## src/hw/rtl/dtb_pkg.sv

```systemverilog
`default_nettype none

package dtb_pkg;

  localparam int DEPTH = 1024;
  localparam int AW    = $clog2(DEPTH);
  localparam int CW    = AW + 1;
  localparam int HALF  = DEPTH / 2;
  localparam int DW    = 32 + 64 + 64;

  localparam logic [4:0] MAX_SHIFT = 5'd31;

  typedef enum logic [1:0] {
    OP_PUSH  = 2'd0,
    OP_READ  = 2'd1,
    OP_CLEAR = 2'd2,
    OP_NOP   = 2'd3
  } op_t;

  typedef struct packed {
    op_t             op;
    logic [31:0]     iteration;
    logic [63:0]     train_bits;
    logic [63:0]     test_bits;
    logic [AW-1:0]   index;
  } item_t;

endpackage

`default_nettype wire

```

## src/hw/rtl/dtb_front.sv

```systemverilog
`default_nettype none

module dtb_front
  import dtb_pkg::*;
(
  input  wire logic          clk,
  input  wire logic          rst_n,
  input  wire logic          in_valid,
  output logic               in_ready,
  input  wire logic [1:0]    in_opcode,
  input  wire logic [31:0]   in_iteration_number,
  input  wire logic [63:0]   in_train_error_bits,
  input  wire logic [63:0]   in_test_error_bits,
  input  wire logic [AW-1:0] in_read_index,
  output logic               q_valid,
  output item_t              q_item,
  input  wire logic          q_pop
);

  item_t      q_mem_r [2];
  logic       wr_ptr_r, wr_ptr_nxt;
  logic       rd_ptr_r, rd_ptr_nxt;
  logic [1:0] cnt_r, cnt_nxt;
  logic       push;
  item_t      item;

  assign in_ready = (cnt_r != 2'd2);
  assign push     = in_valid && in_ready;
  assign q_valid  = (cnt_r != 2'd0);
  assign q_item   = q_mem_r[rd_ptr_r];

  always_comb begin
    item.op         = op_t'(in_opcode);
    item.iteration  = in_iteration_number;
    item.train_bits = in_train_error_bits;
    item.test_bits  = in_test_error_bits;
    item.index      = in_read_index;
  end

  always_comb begin
    wr_ptr_nxt = push ? ~wr_ptr_r : wr_ptr_r;
    rd_ptr_nxt = q_pop ? ~rd_ptr_r : rd_ptr_r;
    cnt_nxt    = cnt_r + {1'b0, push} - {1'b0, q_pop};
  end

  always_ff @(posedge clk) begin
    if (!rst_n) begin
      wr_ptr_r <= 1'b0;
      rd_ptr_r <= 1'b0;
      cnt_r    <= 2'd0;
    end else begin
      wr_ptr_r <= wr_ptr_nxt;
      rd_ptr_r <= rd_ptr_nxt;
      cnt_r    <= cnt_nxt;
    end
  end

  always_ff @(posedge clk) begin
    if (push) begin
      q_mem_r[wr_ptr_r] <= item;
    end
  end

endmodule

`default_nettype wire

```

## config.mk

```make
export PLATFORM = sky130hd
export DESIGN_NAME = dtb_front
export DESIGN_NICKNAME = d
export VERILOG_FILES = /design/src/hw/rtl/dtb_pkg.sv /design/src/hw/rtl/dtb_front.sv
export SDC_FILE = /design/constraint.sdc
export NUM_CORES = 1
export LEC_CHECK = 0
export BUFFER_PORTS_ARGS = -buffer_cell sky130_fd_sc_hd__buf_4
export CAP_MARGIN = 20
export CORE_UTILIZATION = 30
export DETAILED_ROUTE_END_ITERATION = 6
export GPL_TIMING_DRIVEN = 0
export PLACE_DENSITY = 0.56
export SLEW_MARGIN = 20
export SYNTH_ARGS = -nofsm -noshare
export SYNTH_HDL_FRONTEND = slang
export SYNTH_SLANG_ARGS = --single-unit
```

## constraint.sdc

```tcl
create_clock -name clk -period 7.4 [get_ports clk]
set_input_delay 1.48 -clock clk [delete_from_list [all_inputs] [get_ports clk]]
set_output_delay 1.48 -clock clk [all_outputs]
set_load 0.05 [all_outputs]
```

==> flow_metrics.py <==
metrics = {
    "setup_path": {
        "r2r-start": "cnt_r[0]$_SDFF_PN0_",
        "worst-path-max-fanout": 10,
        "start_kind": "flip-flop",
        "reg2reg_depth": 4,
        "cp_common_cell": "buf_6",
        "crit_required_ns": 5.92,
        "critPathKind": "flip-flop to output port",
        "cpPeakStageDelay_ns": 0.32,
        "worst-path-buf-inv": 4,
        "ff2ff_setup_slack_ns": 5.42,
        "cp_cell_sequence": "buf_6 -> buf_6 -> buf_6 -> mux2_4 -> buf_4",
        "critPathTopFamily": "buffers and inverters",
        "slowest_stage": "dfxtp_1",
        "arrival_ns": 1.98,
        "cp-end-kind": "output port",
        "timing.rr.end": "q_mem_r[0][156]$_DFFE_PP_",
    },
    "min_path": {
        "min-delay-path-class": "flip-flop to flip-flop",
        "hold_start": "rd_ptr_r$_SDFFE_PN0P_",
        "holdPathStages": 2,
        "holdPathEnd": "rd_ptr_r$_SDFFE_PN0P_",
    },
    "timing": {
        "finalWorstPathRequiredPeriod_ns": 3.46,
        "worst_pin_slew_ns": 0.431,
        "hold_viol": 0,
        "clock.fmax_mhz": 289,
        "rsz0062_at_grt": "false",
        "setup_viol": 0,
        "timing.final.crit_share": 0.468,
        "fin_skew_ns": 0.0110,
        "relSlewSlack": 0.712,
        "slew_viol_final": 0,
    },
    "detailed_routing": {
        "wl_um": 27700,
        "via_per_inst": 4.18,
        "ant_nets": 0,
        "drc": 0,
        "wire_per_inst_um": 17.7,
        "vias": 6531,
        "drtPass1Iterations": 4,
        "dr.first_iter.drc_count": 229,
    },
    "job": {
        "maxCapViolations": 0,
    },
    "global_route": {
        "grt_pass1_vias": 6760,
        "grt_overflow": 0,
        "antenna_found_initial": 2,
        "track_usage": 0.122,
        "grt_pass1_wl_um": 40400,
        "grt_max_degree": 69,
    },
    "synthesis": {
        "ys_types": 24,
        "avgSynthCellArea_sq_um": 23.1,
        "synth_seq_area_share": 0.803,
        "yosysWarnings": 0,
        "ys_ff_latch": 349,
        "synth_nets": 740,
        "syn-instance-count": 563,
        "netlist_area_sq_um": 13000,
    },
    "cts": {
        "cts_root_buffer": "clkbuf_16",
        "cts_buffers": 39,
        "insertion_delay_ns": 0.53,
        "clock_path_buffers": 3,
        "cts-resized-gates": 0,
        "post_cts_buffers": 0,
        "cts_tree": "yes",
        "clkTransAtPathRegs_ns": 0.05,
        "htreeDepth": 2,
        "cts_sinks": 349,
        "hold_buffers": 0,
    },
    "cells_and_area": {
        "drive_above_1_share": 0.608,
        "area_growth_pct": 36.4,
        "nets": 1136,
        "final_util": 0.419,
    },
    "placed_design": {
        "gp_congestion": 0.676,
        "portBuffers": 349,
        "hpwl_um": 18500,
    },
    "pwr": {
        "p_per_area_nw_per_um2": 305,
        "clkPwrFrac": 0.341,
        "p_sw_mw": 1.51,
        "internal-power_mw": 3.89,
        "irDropWorstVdd_uv": 190,
        "combPwrFrac": 0.215,
        "switching_share": 0.280,
        "seq_power_share": 0.444,
        "fin_total_pwr_mw": 5.41,
        "leakage_nw": 6.71,
    },
    "floorplan": {
        "rows": 75,
        "dieWidth_um": 210,
        "start_util": 0.307,
        "fp.dieArea_sq_um": 44100,
        "pin_count": 350,
        "die_h_um": 210,
        "coreArea_sq_um": 42300,
    },
    "outcome": {
        "status": "completed",
    },
}
logic make-up (layout without fill, tap and decap cells):
group	Yosys count	after routing	share of synthesized area
buffers and inverters	21	444	0.0127
multiplexers	173	173	0.173
AO/OA/AOI/OAI	5	5	0.00318
flip-flops	349	349	0.803
adder cells (fa/ha/maj)	1	1	0.000963
other	0	1	0
XOR/XNOR	2	2	0.00135
AND/OR/NAND/NOR	12	12	0.00568
cells in the final DEF (no fill, tap or decap):
master and instances:
buf_4 349, edfxtp_1 344, mux2_2 92, mux2_4 80, clkbuf_16 41, clkbuf_1 11, buf_6 10, buf_2 9
clkinv_1 8, dfxtp_1 5, buf_16 4, and2_1 3, clkinv_2 3, bufinv_16 3, nand2_1 2, nand3b_1 2
buf_12 2, diode_2 1, nand2b_1 1, xnor2_1 1, or2_2 1, and3_4 1, xor2_1 1, inv_8 1
a21bo_2 1, a21boi_0 1, nor4b_1 1, inv_1 1, a211oi_1 1, nand3_1 1, a21boi_1 1, mux2i_1 1
a211o_1 1, ha_1 1, clkinvlp_4 1, clkinv_4 1
worst max-delay path by stage:
stage / cells past startpoint / start / to / slack (ns)
after floorplan: 1 / in_valid / q_mem_r[1][0]$_DFFE_PP_ / 1.38
after global placement: 2 / in_valid / q_mem_r[1][155]$_DFFE_PP_ / -1.69
after detailed placement: 4 / in_valid / q_mem_r[1][129]$_DFFE_PP_ / 4.39
after CTS: 5 / flip-flop / q_item[142] / 3.82
after global routing: 5 / flip-flop / q_item[120] / 3.82
final: 5 / flip-flop / q_item[120] / 3.94
synthesized netlist by cell type:
cell type	n	area share
dfxtp_1	5	0.0077
a211o_1	1	0.00067
nor4b_1	1	0.00067
a21boi_1	1	0.00058
mux2i_1	1	0.00077
buf_6	10	0.0087
mux2_4	80	0.092
nand2_1	2	0.00058
buf_2	9	0.0035
ha_1	1	0.00096
a21boi_0	1	0.00058
nand3b_1	2	0.0012
xor2_1	1	0.00067
inv_1	2	0.00058
and3_1	1	0.00048
xnor2_1	1	0.00067
a211oi_1	1	0.00058
nand2b_1	1	0.00048
nand3_1	1	0.00038
mux2_2	92	0.080
edfxtp_1	344	0.80
and2_1	3	0.0014
a21bo_2	1	0.00077
or2_2	1	0.00048
worst reg2reg max path: cells and delay by family, from the launching register on:
kind / cells / cell delay (ns)
buffers and inverters: 2 / 0.71
AND/OR/NAND/NOR: 2 / 0.47
flip-flops: 1 / 0.36
registers in the layout, indices dropped and copies added (netlist names), named ones only:
| name | cells |
|---|---|
| wr_ptr_r | 1 |
| q_mem_r | 344 |
| rd_ptr_r | 1 |
| cnt_r | 2 |
cell type report:
type / count / area [sq um]
antenna: 1 / 2.50
buffer: 19 / 158
clock buffer: 52 / 1070
clock inverter: 16 / 151
fill: 3807 / 24600
inverter: 2 / 15.0
multi-input combinational: 193 / 2400
sequential: 349 / 10400
tap: 577 / 722
timing repair buffer: 355 / 2770
per-stage QoR:
step	setup WS, ns	setup TNS (ns)	cells	cell area, sq um	hold slack, ns
after floorplan	1.38	0	563	13000	0.529
after global placement	-1.69	-409.18	1489	16300	0.545
after detailed placement	4.39	0	1495	16500	0.572
after CTS	3.82	0	1563	17700	0.583
after global routing	3.82	0	1563	17700	0.613
final	3.94	0	1564	17700	0.579
power groups by stage:
| stage | Sequential (mW) | Combinational [mW] | Clock (mW) |
|---|---|---|---|
| finish | 2.40 | 1.16 | 1.84 |
| global route | 2.42 | 1.22 | 1.98 |
| CTS | 2.40 | 1.18 | 1.92 |
| detailed placement | 2.45 | 1.18 | 0 |
| global placement | 2.49 | 1.16 | 0 |
| floorplan | 2.47 | 0.788 | 0 |
metal layers:
layer / wire length [um] / track usage / up-vias
met2: 13600 / 0.202 / 229
met5: 12 / 0 / -
met3: 2570 / 0.0498 / 41
li1: - / - / 3041
met4: 673 / 0.0521 / 2
met1: 10800 / 0.139 / 3218
No activity file was read; power rests on OpenSTA's default activity.
